File: src/rtl/mteq_pkg.sv
// Shared types and constants of the timer expiry queue.
package mteq_pkg;

  localparam int unsigned MaxResults = 16;

  localparam logic [1:0] KIND_ADD    = 2'd0;
  localparam logic [1:0] KIND_CANCEL = 2'd1;
  localparam logic [1:0] KIND_TICK   = 2'd2;

  localparam logic [1:0] ST_OK        = 2'd0;
  localparam logic [1:0] ST_FULL      = 2'd1;
  localparam logic [1:0] ST_NOT_FOUND = 2'd2;

  typedef struct packed {
    logic [1:0]  kind;
    logic [15:0] timer_id;
    logic [47:0] deadline;
    logic [31:0] interval;
    logic [47:0] now_time;
  } in_item_t;

  typedef struct packed {
    logic        fired;
    logic [15:0] expired_id;
    logic        last;
    logic        earliest_changed;
    logic        arm_valid;
    logic [47:0] arm_delay;
    logic [1:0]  status;
  } out_item_t;

  // One slot of the timer table as held in RAM.
  typedef struct packed {
    logic [15:0] ident;
    logic [31:0] interval;
    logic [47:0] deadline;
  } slot_t;

  typedef struct packed {
    logic latch;
    logic scan_start;
    logic commit;
    logic emit_pend;
    logic emit_final;
  } ctl_cmd_t;

  typedef struct packed {
    logic       scan_busy;
    logic       out_free;
    logic       pick_found;
    logic       pend_vld;
    logic [1:0] kind;
  } dp_stat_t;

endpackage

File: src/rtl/mteq_ram.sv
// Generic single-port-write, registered-read RAM.
module mteq_ram #(
  parameter int unsigned WIDTH = 8,
  parameter int unsigned DEPTH = 16
) (
  input  logic                     clk_i,
  input  logic                     we_i,
  input  logic [$clog2(DEPTH)-1:0] waddr_i,
  input  logic [WIDTH-1:0]         wdata_i,
  input  logic                     re_i,
  input  logic [$clog2(DEPTH)-1:0] raddr_i,
  output logic [WIDTH-1:0]         rdata_o
);

  logic [WIDTH-1:0] mem [DEPTH];
  logic [WIDTH-1:0] rdata_q;

  always_ff @(posedge clk_i) begin
    if (we_i) begin
      mem[waddr_i] <= wdata_i;
    end
    if (re_i) begin
      rdata_q <= mem[raddr_i];
    end
  end

  assign rdata_o = rdata_q;

endmodule

File: src/rtl/mteq_datapath.sv
// Datapath: slot table, scan trackers, commit logic and output register.
module mteq_datapath #(
  parameter int unsigned TIMER_SLOTS = 16
) (
  input  logic                clk_i,
  input  logic                rst_ni,
  input  mteq_pkg::in_item_t  in_item_i,
  input  logic                cfg_we_i,
  input  logic [19:0]         cfg_data_i,
  input  mteq_pkg::ctl_cmd_t  cmd_i,
  output mteq_pkg::dp_stat_t  stat_o,
  input  logic                out_stall_i,
  output logic                out_valid_o,
  output mteq_pkg::out_item_t out_item_o
);
  import mteq_pkg::*;

  localparam int unsigned IW = $clog2(TIMER_SLOTS);
  localparam logic [IW-1:0] LastIdx = IW'(TIMER_SLOTS - 1);
  localparam int unsigned SW = $bits(slot_t);

  in_item_t                item_q;
  logic [19:0]             min_delay_q;
  logic [TIMER_SLOTS-1:0]  used_q;

  // scan
  logic          scanning_q;
  logic [IW-1:0] rd_idx_q;
  logic          cmp_vld_q;
  logic [IW-1:0] cmp_idx_q;
  slot_t         cur;
  logic          cur_used;
  logic [SW-1:0] ram_rdata;

  // trackers
  logic          exp_vld_q, all_vld_q, hit_vld_q, free_vld_q;
  slot_t         exp_q;
  logic [IW-1:0] exp_idx_q, hit_idx_q, free_idx_q;
  logic [47:0]   all_dl_q, hit_dl_q;
  logic          exp_take, all_take, hit_take, free_take;

  // pending tick result
  logic          pend_vld_q;
  logic [15:0]   pend_id_q;

  // writes
  logic          ram_we;
  logic [IW-1:0] ram_waddr;
  slot_t         ram_wdata;
  logic [48:0]   reload_sum;
  logic [47:0]   reload_dl;

  // output
  logic          out_valid_q;
  out_item_t     out_q;
  out_item_t     final_item;
  logic          out_free;
  logic [47:0]   tgt, diff, min_ext, delay;
  logic          ec;

  assign cur      = slot_t'(ram_rdata);
  assign cur_used = used_q[cmp_idx_q];

  assign exp_take = cmp_vld_q && cur_used && (cur.deadline < item_q.now_time) &&
                    (!exp_vld_q || cur.deadline < exp_q.deadline);
  assign all_take = cmp_vld_q && cur_used && (!all_vld_q || cur.deadline < all_dl_q);
  assign hit_take = cmp_vld_q && cur_used && (cur.ident == item_q.timer_id) &&
                    (!hit_vld_q || cur.deadline < hit_dl_q);
  assign free_take = cmp_vld_q && !cur_used && !free_vld_q;

  mteq_ram #(.WIDTH(SW), .DEPTH(TIMER_SLOTS)) u_slots (
    .clk_i   (clk_i),
    .we_i    (ram_we),
    .waddr_i (ram_waddr),
    .wdata_i (ram_wdata),
    .re_i    (scanning_q),
    .raddr_i (rd_idx_q),
    .rdata_o (ram_rdata)
  );

  // saturating reload: now + interval
  assign reload_sum = {1'b0, item_q.now_time} + {17'b0, exp_q.interval};
  assign reload_dl  = reload_sum[48] ? '1 : reload_sum[47:0];

  always_comb begin
    ram_we    = 1'b0;
    ram_waddr = free_idx_q;
    ram_wdata = '{ident: item_q.timer_id, interval: item_q.interval,
                  deadline: item_q.deadline};
    if (cmd_i.commit) begin
      if (item_q.kind == KIND_ADD && free_vld_q) begin
        ram_we = 1'b1;
      end else if (item_q.kind == KIND_TICK && exp_vld_q && exp_q.interval != '0) begin
        ram_we    = 1'b1;
        ram_waddr = exp_idx_q;
        ram_wdata = '{ident: exp_q.ident, interval: exp_q.interval, deadline: reload_dl};
      end
    end
  end

  always_ff @(posedge clk_i or negedge rst_ni) begin
    if (!rst_ni) begin
      min_delay_q <= 20'd100;
      used_q      <= '0;
      scanning_q  <= 1'b0;
      rd_idx_q    <= '0;
      cmp_vld_q   <= 1'b0;
      exp_vld_q   <= 1'b0;
      all_vld_q   <= 1'b0;
      hit_vld_q   <= 1'b0;
      free_vld_q  <= 1'b0;
      pend_vld_q  <= 1'b0;
      out_valid_q <= 1'b0;
    end else begin
      if (cfg_we_i) begin
        min_delay_q <= cfg_data_i;
      end
      if (cmd_i.latch) begin
        pend_vld_q <= 1'b0;
      end

      // read one slot per cycle, compare it in the next cycle
      cmp_vld_q <= scanning_q;
      if (cmd_i.scan_start) begin
        scanning_q <= 1'b1;
        rd_idx_q   <= '0;
        exp_vld_q  <= 1'b0;
        all_vld_q  <= 1'b0;
        hit_vld_q  <= 1'b0;
        free_vld_q <= 1'b0;
      end else begin
        if (scanning_q) begin
          rd_idx_q <= rd_idx_q + 1'b1;
          if (rd_idx_q == LastIdx) begin
            scanning_q <= 1'b0;
          end
        end
        if (exp_take)  exp_vld_q  <= 1'b1;
        if (all_take)  all_vld_q  <= 1'b1;
        if (hit_take)  hit_vld_q  <= 1'b1;
        if (free_take) free_vld_q <= 1'b1;
      end

      if (cmd_i.commit) begin
        case (item_q.kind)
          KIND_ADD: begin
            if (free_vld_q) used_q[free_idx_q] <= 1'b1;
          end
          KIND_CANCEL: begin
            if (hit_vld_q) used_q[hit_idx_q] <= 1'b0;
          end
          KIND_TICK: begin
            if (exp_vld_q) begin
              pend_vld_q <= 1'b1;
              if (exp_q.interval == '0) used_q[exp_idx_q] <= 1'b0;
            end
          end
          default: ;
        endcase
      end

      if (cmd_i.emit_pend || cmd_i.emit_final) begin
        out_valid_q <= 1'b1;
      end else if (!out_stall_i) begin
        out_valid_q <= 1'b0;
      end
    end
  end

  always_ff @(posedge clk_i) begin
    if (cmd_i.latch) item_q <= in_item_i;
    if (exp_take) begin
      exp_q     <= cur;
      exp_idx_q <= cmp_idx_q;
    end
    if (all_take) all_dl_q <= cur.deadline;
    if (hit_take) begin
      hit_dl_q  <= cur.deadline;
      hit_idx_q <= cmp_idx_q;
    end
    if (free_take) free_idx_q <= cmp_idx_q;
    cmp_idx_q <= rd_idx_q;
    if (cmd_i.commit && item_q.kind == KIND_TICK) pend_id_q <= exp_q.ident;
    if (cmd_i.emit_pend) begin
      out_q <= '{fired: 1'b1, expired_id: pend_id_q, last: 1'b0,
                 earliest_changed: 1'b0, arm_valid: 1'b0, arm_delay: '0, status: ST_OK};
    end else if (cmd_i.emit_final) begin
      out_q <= final_item;
    end
  end

  // alarm delay: max(target - now, min_arm_delay)
  assign tgt     = (item_q.kind == KIND_ADD) ? item_q.deadline : all_dl_q;
  assign diff    = (tgt > item_q.now_time) ? tgt - item_q.now_time : '0;
  assign min_ext = {28'b0, min_delay_q};
  assign delay   = (diff < min_ext) ? min_ext : diff;
  assign ec      = !all_vld_q || (item_q.deadline < all_dl_q);

  always_comb begin
    final_item      = '0;
    final_item.last = 1'b1;
    case (item_q.kind)
      KIND_ADD: begin
        if (!free_vld_q) begin
          final_item.status = ST_FULL;
        end else begin
          final_item.earliest_changed = ec;
          final_item.arm_valid        = ec;
          final_item.arm_delay        = ec ? delay : '0;
        end
      end
      KIND_CANCEL: begin
        final_item.status = hit_vld_q ? ST_OK : ST_NOT_FOUND;
      end
      KIND_TICK: begin
        final_item.fired      = pend_vld_q;
        final_item.expired_id = pend_vld_q ? pend_id_q : '0;
        final_item.arm_valid  = all_vld_q;
        final_item.arm_delay  = all_vld_q ? delay : '0;
      end
      default: ;
    endcase
  end

  assign out_free    = !out_valid_q || !out_stall_i;
  assign out_valid_o = out_valid_q;
  assign out_item_o  = out_q;

  assign stat_o = '{scan_busy: scanning_q | cmp_vld_q, out_free: out_free,
                    pick_found: exp_vld_q, pend_vld: pend_vld_q, kind: item_q.kind};

endmodule

File: src/rtl/mteq_ctrl.sv
// Controller: sequences scans, commits and result emission per item.
module mteq_ctrl (
  input  logic               clk_i,
  input  logic               rst_ni,
  input  logic               in_valid_i,
  output logic               in_stall_o,
  input  mteq_pkg::dp_stat_t stat_i,
  output mteq_pkg::ctl_cmd_t cmd_o
);
  import mteq_pkg::*;

  localparam logic [1:0] S_IDLE   = 2'd0;
  localparam logic [1:0] S_SCAN   = 2'd1;
  localparam logic [1:0] S_DECIDE = 2'd2;

  logic [1:0] state_q, state_d;
  logic [4:0] n_q, n_d;
  logic       more;

  // another expired timer to take on this tick
  assign more = (stat_i.kind == KIND_TICK) && stat_i.pick_found &&
                (n_q != 5'(MaxResults));

  always_comb begin
    state_d    = state_q;
    n_d        = n_q;
    cmd_o      = '0;
    in_stall_o = 1'b1;
    case (state_q)
      S_IDLE: begin
        in_stall_o = 1'b0;
        if (in_valid_i) begin
          cmd_o.latch      = 1'b1;
          cmd_o.scan_start = 1'b1;
          n_d              = '0;
          state_d          = S_SCAN;
        end
      end
      S_SCAN: begin
        if (!stat_i.scan_busy) state_d = S_DECIDE;
      end
      S_DECIDE: begin
        if (stat_i.out_free) begin
          if (more) begin
            cmd_o.commit     = 1'b1;
            cmd_o.emit_pend  = stat_i.pend_vld;
            cmd_o.scan_start = 1'b1;
            n_d              = n_q + 5'd1;
            state_d          = S_SCAN;
          end else begin
            cmd_o.commit     = (stat_i.kind != KIND_TICK);
            cmd_o.emit_final = 1'b1;
            state_d          = S_IDLE;
          end
        end
      end
      default: state_d = S_IDLE;
    endcase
  end

  always_ff @(posedge clk_i or negedge rst_ni) begin
    if (!rst_ni) begin
      state_q <= S_IDLE;
      n_q     <= '0;
    end else begin
      state_q <= state_d;
      n_q     <= n_d;
    end
  end

  a_pend_has_data: assert property (@(posedge clk_i) disable iff (!rst_ni)
    cmd_o.emit_pend |-> stat_i.pend_vld)
    else $error("pending result emitted without a pending timer");

  a_emit_room: assert property (@(posedge clk_i) disable iff (!rst_ni)
    (cmd_o.emit_pend || cmd_o.emit_final) |-> stat_i.out_free)
    else $error("result loaded into a full output register");

  a_tick_bound: assert property (@(posedge clk_i) disable iff (!rst_ni)
    n_q <= 5'(MaxResults))
    else $error("tick expired more timers than allowed");

endmodule

File: src/rtl/multi_timer_expiry_queue.sv
// Top level of the deadline-ordered timer expiry queue.
// A table of TIMER_SLOTS timers (id, 48-bit deadline, 32-bit reload interval)
// held in a RAM with one used flag per slot. Every item triggers a scan that
// reads one slot per cycle through the RAM's single read port; an add, cancel
// or unused kind takes one scan and then waits for room in the output register
// before the next item is taken. A tick repeats that scan once per expired
// timer (at most 16) plus a final scan; each scan picks the earliest expired
// timer by (deadline, slot), which is then reloaded to now + interval
// (saturating) or freed.
// Results leave through an output register, so the next item is taken while
// the last result of the previous one still waits. The alarm delay reported
// is the time to the earliest deadline, never below min_arm_delay (reset 100).
module multi_timer_expiry_queue #(
  parameter int unsigned TIMER_SLOTS = 16
) (
  input  logic                clk_i,
  input  logic                rst_ni,
  input  logic                in_valid_i,
  output logic                in_stall_o,
  input  mteq_pkg::in_item_t  in_item_i,
  output logic                out_valid_o,
  input  logic                out_stall_i,
  output mteq_pkg::out_item_t out_item_o,
  input  logic                cfg_we_i,
  input  logic [19:0]         cfg_data_i
);
  import mteq_pkg::*;

  ctl_cmd_t cmd;
  dp_stat_t stat;

  // sequencing: scan, decide, commit, emit
  mteq_ctrl u_ctrl (
    .clk_i      (clk_i),
    .rst_ni     (rst_ni),
    .in_valid_i (in_valid_i),
    .in_stall_o (in_stall_o),
    .stat_i     (stat),
    .cmd_o      (cmd)
  );

  // table, trackers and output register
  mteq_datapath #(.TIMER_SLOTS(TIMER_SLOTS)) u_dp (
    .clk_i       (clk_i),
    .rst_ni      (rst_ni),
    .in_item_i   (in_item_i),
    .cfg_we_i    (cfg_we_i),
    .cfg_data_i  (cfg_data_i),
    .cmd_i       (cmd),
    .stat_o      (stat),
    .out_stall_i (out_stall_i),
    .out_valid_o (out_valid_o),
    .out_item_o  (out_item_o)
  );

endmodule

File: config.mk
export PLATFORM = sky130hd
export DESIGN_NAME = multi_timer_expiry_queue
export DESIGN_NICKNAME = d
export VERILOG_FILES = /design/src/rtl/mteq_pkg.sv /design/src/rtl/mteq_ram.sv /design/src/rtl/mteq_datapath.sv /design/src/rtl/mteq_ctrl.sv /design/src/rtl/multi_timer_expiry_queue.sv
export SDC_FILE = /design/constraint.sdc
export NUM_CORES = 2
export LEC_CHECK = 0
export BUFFER_PORTS_ARGS = -buffer_cell sky130_fd_sc_hd__clkbuf_2
export CORE_MARGIN = 2
export CORE_UTILIZATION = 28
export CTS_CLUSTER_SIZE = 28
export DETAILED_ROUTE_END_ITERATION = 10
export PLACE_DENSITY = 0.44
export SLEW_MARGIN = 40
export SYNTH_ARGS = -nofsm -noshare
export SYNTH_HDL_FRONTEND = slang
export SYNTH_SLANG_ARGS = --single-unit
File: constraint.sdc
create_clock -name clk_i -period 20.6 [get_ports clk_i]
set_clock_uncertainty 0.05 [all_clocks]
set_input_delay 2.06 -clock clk_i [delete_from_list [all_inputs] [get_ports clk_i]]
set_output_delay 2.06 -clock clk_i [all_outputs]
set_load 0.05 [all_outputs]
==> Yosys cells after proc, flatten, opt, wreduce, memory -nomap -nowiden <==
Memory sizes are Yosys's and may differ from the RTL's. A register that Yosys moved wholly into a read port is not among the register bits.
Index checks and enable logic that the tools add are counted.
{ "op_classes": {"n_addsub": 4, "n_lt_le_gt_ge": 14, "eq_ne": 17, "mux": 78, "n_bitwise": 6, "reduce_logical": 44} }
{ "ops": {"columns": ["op", "count"], "rows": [
  ["2-to-1 mux 48 bit", 6],
  ["2-to-1 mux 96 bit", 3],
  ["< comparator 48 bit", 5],
  ["2-to-1 mux 69 bit", 2],
  ["case mux 49 bit (2 select lines)", 1],
  ["2-to-1 mux 16 bit", 5],
  ["2-to-1 mux 50 bit", 1],
  ["adder 48 x 32 -> 49 bit", 1],
  ["> comparator 48 bit", 1],
  ["< comparator 48 x 20 -> 1 bit", 1],
  ["case mux 16 bit (3 select lines)", 1],
  ["subtractor 48 bit", 1],
  ["2-to-1 mux 1 bit", 35],
  ["AND 16 bit", 2],
  ["logical NOT 32 bit", 1],
  ["NOT 16 bit", 2],
  ["nonzero test 32 bit", 1],
  ["2-to-1 mux 4 bit", 6],
  ["< comparator 4 x 5 -> 1 bit (second input constant)", 4],
  ["2-to-1 mux 17 bit", 1],
  ["== test 16 bit", 1],
  ["logical AND 1 bit", 16],
  ["OR 16 bit", 1],
  ["2-to-1 mux 5 bit", 3],
  ["other kinds (26)", 62]
]} }
{ "totals": {"register_bits": 495, "ramBits": 1536, "inputBits": 171, "output_inout_bits": 72, "wordCells": 199, "n_memories": 1} }
{ "memory_table": {"columns": ["memory", "words", "width", "rd", "rd_ports_with_merged_regs", "write_ports", "line", "rtl"], "rows": [
  ["u_dp.u_slots.mem", 16, 96, 1, 1, 1, "mteq_ram.sv:15", "logic [WIDTH-1:0] mem [DEPTH];"]
]} }

==> Longest topological paths before layout <==
{ "logic_depth": {"ltp_word": 11, "depth_mapped": 33, "ltp_nobuf": 26} }

==> Modules after synthesis <==
From an unflattened synthesis, not the netlist that was laid out.
{ "hier_totals": {"cells_unflattened": 5292, "area_unflattened_um2": 89661.0} }
{ "by_module_without_submodules": {"columns": ["mod", "instances", "cells_per_inst", "area_each_um2", "seq_area_each_um2"], "rows": [
  ["mteq_ram", 1, 2460, 60319.1, 49007.0],
  ["mteq_datapath", 1, 2785, 28896.5, 13837.0],
  ["mteq_ctrl", 1, 47, 445.4, 175.2]
]} }

==> Worst setup path after synthesis <==
OpenSTA, ideal clock, no wires.
{ "synth_path": {"path_type": "input to register", "startpoint": "input out_stall_i", "endpoint": "memory u_dp.u_slots.mem[1][0] (netlist name), enable pin", "setup_time_ps": 552, "arrival_time_ps": 7510, "required_ps": 19998, "setup_slack_ps": 12488, "path_stages": 8, "n_path_buf": 1, "cell_sequence": "a21oi_1 nand2_1 nor3b_1 clkbuf_1 nand2_1 o21ai_0 nand2_1 nor2_1"} }
{ "synth_between": {"elab_chain_cells": 7, "word_cells_on_any_way": 8, "cone_classes": "mux: 6; reduce/logical: 2"} }
{ "synth_lines": {"columns": ["item", "line", "rtl"], "rows": [
  ["start, declared", "multi_timer_expiry_queue.sv:22", "input logic out_stall_i,"],
  ["logical NOT 1 bit *", null, null],
  ["logical OR 1 bit *", "mteq_datapath.sv:225", "assign out_free = !out_valid_q || !out_stall_i;"],
  ["2-to-1 mux 4 bit *", "mteq_ctrl.sv:43", "if (stat_i.out_free) begin"],
  ["2-to-1 mux 3 bit *", "mteq_ctrl.sv:29", "case (state_q)"],
  ["2-to-1 mux 1 bit", "mteq_datapath.sv:90", "if (cmd_i.commit) begin"],
  ["2-to-1 mux 1 bit", "mteq_ram.sv:19", "if (we_i) begin"],
  ["2-to-1 mux 1 bit (implied by the code)", "mteq_ram.sv:20", "mem[waddr_i] <= wdata_i;"],
  ["end, declared", "mteq_ram.sv:15", null]
]} }
Every way passes the cells marked *; elsewhere a longest branch is shown, timed or not.

==> Final worst setup path <==
{ "layout_path": {"startpoint": "register u_dp.item_q, in the netlist u_dp.stat_o[0]", "endpoint": "register u_dp.out_q, in the netlist u_dp.out_item_o[9]"} }
{ "layout_between": {"elab_chain_cells": 9, "word_cells_on_any_way": 18, "cone_classes": "add/sub: 1; order compare: 2; eq/ne: 1; mux: 11; reduce/logical: 3"} }
{ "layout_lines": {"columns": ["item", "line", "rtl"], "rows": [
  ["start, declared", "mteq_datapath.sv:22", "in_item_t item_q;"],
  ["start signal, assigned", "mteq_datapath.sv:171", "if (cmd_i.latch) item_q <= in_item_i;"],
  ["logical NOT 2 bit", "mteq_datapath.sv:193, mteq_datapath.sv:202", null],
  ["2-to-1 mux 48 bit", "mteq_datapath.sv:193", "assign tgt = (item_q.kind == KIND_ADD) ? item_q.deadline : all_dl_q;"],
  ["subtractor 48 bit or > comparator 48 bit (tied branches)", "mteq_datapath.sv:194", "assign diff = (tgt > item_q.now_time) ? tgt - item_q.now_time : '0;"],
  ["2-to-1 mux 48 bit", "mteq_datapath.sv:194", null],
  ["< comparator 48 x 20 -> 1 bit", "mteq_datapath.sv:196", "assign delay = (diff < min_ext) ? min_ext : diff;"],
  ["2-to-1 mux 48 bit", "mteq_datapath.sv:196", null],
  ["2-to-1 mux 48 bit", "mteq_datapath.sv:209", "final_item.arm_delay = ec ? delay : '0;"],
  ["2-to-1 mux 50 bit", "mteq_datapath.sv:204", "if (!free_vld_q) begin"],
  ["case mux 49 bit (2 select lines)", "mteq_datapath.sv:202", "case (item_q.kind)"],
  ["end signal, assigned", "mteq_datapath.sv:185", "out_q <= '{fired: 1'b1, expired_id: pend_id_q, last: 1'b0,"],
  ["end signal, assigned", "mteq_datapath.sv:188", "out_q <= final_item;"],
  ["end, declared", "mteq_datapath.sv:55", "out_item_t out_q;"]
]} }
Several ways; a longest one is shown, not always the timed one.
A chain may end at the register's enable or synchronous reset.

==> run metrics <==
Die Y roughly 570 um; WP data required about 21 ns; r2r setup slk 12.41 ns; hold slack between 0.3 and 0.4 ns; CP arrival 8.89 ns; crit path capture type flip-flop; vias around 50,000; clock buffer depth 4; Pins Over Slew Limit 0; Clk pin slew, worst setup/hold paths 0.06 ns; ys async rst share 2.59%; Post-Syn Nets around 5,700; crit share post-route between 30% and 40%; DRT Pass-1 Iters 7; Starting Density roughly 28%; Startpoint Class flip-flop; Multi-input gate area roughly 26,000 sq um; CP peak stage delay about 0.60 ns; largest net degree at the start of global routing about 110; setup TNS 0 ns; Vias/cell 4.94; slew margin rel. 40.5%; share of cells above drive strength 1 between 20% and 30%; Clk Latency, worst-skew pair around 0.94 ns; P_leak 36.2 nW; Sink Count 2,127; P per Cell Area 134 nW/um^2; first-pass GRT wire length between 300,000 and 400,000 um; Yosys cell types between 80 and 90; core area 321,000 sq um; f_max approximately 120 MHz; Die W about 570 um; DP HPWL around 180,000 um; number of enable flip-flop cells after synthesis slightly above 2,000; total CTS buffers between 200 and 250; Max-Cap Viols 0; row cnt 208; Final Wtd Congestion 0.852; minimum clock period just over 8 ns; Avg Inst Size Synth ~17 sq um; Peak VDD IR roughly 0.00009 V; vias in the first global route 50,558; Top cell by count, worst path a21o_1; register area share after synthesis 69.9%; Yosys warnings 0; CP max stage cell a2111oi_0; Setup CP Type reg -> reg; initial antenna violation count 22; Synth Register Bits approximately 2,100; final core occ between 30 and 40%; drt total wl between 200,000 and 300,000 um; CTS tree done; P&R area growth vs syn 16.4%; postcts setup bufs 0; FF/Latch Area between 60,000 and 70,000 sq um; Root Driver clkbuf_16; Syn Inst Count ~5,200; Mapped Area ~90,000 sq um; RSZ-0062 raised after global routing false; DRC 0; gr usage total ~17%; ANT nets after route 0; fill count ~31,000; H-tree depth 4; grt total ovfl 0; post-CTS sizing 0; port buffer count 242; Final Hold Vio Count 0; Least-Margin Pin Slew 0.892 ns; initial DRC count about 4,500; Setup Viol. Count Final 0; boundary pin count around 240; Primary FF master, synth edfxtp_1; CTS Hold Bufs 0; Nets a little over 6,000; die area 327,000 sq um; maximum fanout along the worst path between 70 and 80; hold crit path type reg -> reg; status finished, final reports clean; Wirelength per Cell roughly 28 um
==> cell type report <==
class	count	area share, %
flip-flops and latches	2127	60.1
multi-input cells	2582	24.4
clock buffers	280	5.84
well taps	4305	5.13
repair buffers	357	2.31
clock inverters	145	1.31
inverters	259	0.933
diodes	2	0.00477
==> final timing paths <==
path | start | endpoint | depth (start not counted)
setup reg to reg | u_dp.stat_o[0] | u_dp.out_item_o[9] | 26
min in group asynchronous | rst_ni | u_dp.min_delay_q[19] | 2
setup / recovery | u_dp.stat_o[0] | u_dp.out_item_o[9] | 26
hold reg to reg | u_dp.u_slots.rdata_o[69] | u_dp.exp_q[69] | 0
hold / removal | u_dp.u_slots.rdata_o[69] | u_dp.exp_q[69] | 0
max in group asynchronous | rst_ni | u_dp.rd_idx_q[3] | 2
==> layer usage <==
layer	global-route usage (%)	routed length [um]
met1	25.2	133000
met2	25.9	125000
met3	2.28	14600
met4	3.60	5380
met5	0	21
==> layout by cell type (no fill, tap or decap), drive strengths merged, types with 15 or more instances in the layout <==
master	synthesis	final
a211oi	19	19
a21o	141	141
a21oi	175	175
a22oi	25	25
a31oi	20	20
and2	21	21
and3	24	24
buf	47	115
bufinv	0	23
clkbuf	150	522
clkinv	0	105
dfrtp	52	52
dfxtp	58	58
edfxtp	2014	2014
ha	342	342
inv	259	269
mux4	485	485
nand2	388	388
nand2b	42	42
nand3	41	41
nand4	69	69
nor2	153	153
nor2b	36	36
nor3	35	35
nor4	30	30
o211ai	15	15
o21ai	190	190
o221ai	23	23
o22a	31	31
o31ai	19	19
xnor2	54	54
xor2	49	49
==> cells in the mapped netlist (all sizes together), types with 42 or more instances <==
cell type,number,area share (%)
dfrtp,52,1.4
edfxtp,2014,67
a21o,141,1.2
xnor2,54,0.52
ha,342,4.7
mux4,485,12
xor2,49,0.48
a21oi,175,0.99
clkbuf,150,0.62
nand2b,42,0.29
nor2,153,0.64
nand2,388,1.6
nand4,69,0.48
inv,259,1.1
o21ai,190,1.1
buf,47,0.22
dfxtp,58,1.3
==> state kept, by name, indices dropped and copies added, names as in the netlist, 5 cells and up <==
signal                flops
u_ctrl.n_q                5
u_dp.all_dl_q            48
u_dp.exp_q               96
u_dp.hit_dl_q            48
u_dp.item_q             144
u_dp.min_delay_q         20
u_dp.out_item_o          70
u_dp.pend_id_q           16
u_dp.u_slots.mem       1536
u_dp.u_slots.rdata_o     96
u_dp.used_q              16
==> report_power, final <==
group          total [mW]  leakage (nW)  switching [mW]  internal [mW]
clock                4.16          3.67            1.76           2.40
sequential           5.78          19.5           0.477           5.30
combinational        4.13          13.0            2.36           1.77
total                14.1          36.2            4.59           9.48
==> per-stage QoR <==
| step | total power, mW | setup WS, ns | std cells | instance area, sq um |
|---|---|---|---|---|
| 2_1_floorplan | 8.52 | 12.49 | 5165 | 90200 |
| 5_1_grt | 14.8 | 11.63 | 10057 | 105000 |
| 3_5_place_dp | 10.1 | 12.30 | 9628 | 97400 |
| 4_1_cts | 14.3 | 12.32 | 10053 | 105000 |
| 3_3_place_gp | 10.0 | 12.22 | 9619 | 97100 |
| 6_report | 14.1 | 12.41 | 10057 | 105000 |
==> critical path, delay by kind of cell, from the launching register on <==
| family | cells | cell delay [ns] |
|---|---|---|
| AOI/OAI and AO/OA | 10 | 2.54 |
| adders and majority gates | 3 | 1.00 |
| buffers and inverters | 3 | 0.72 |
| DFF | 1 | 0.42 |
| and+or+nand+nor | 10 | 3.31 |
==> cells by family after synthesis <==
kind of cell / count (synthesis) / synth area share [%]
DFF: 2127 / 69.9
and+or+nand+nor: 875 / 4.53
AOI/OAI and AO/OA: 769 / 5.69
muxes: 491 / 12.2
buffers and inverters: 456 / 1.92
adders and majority gates: 344 / 4.79
xor gates and xnor gates: 103 / 1.00
Power figures use the tool's default switching activity.
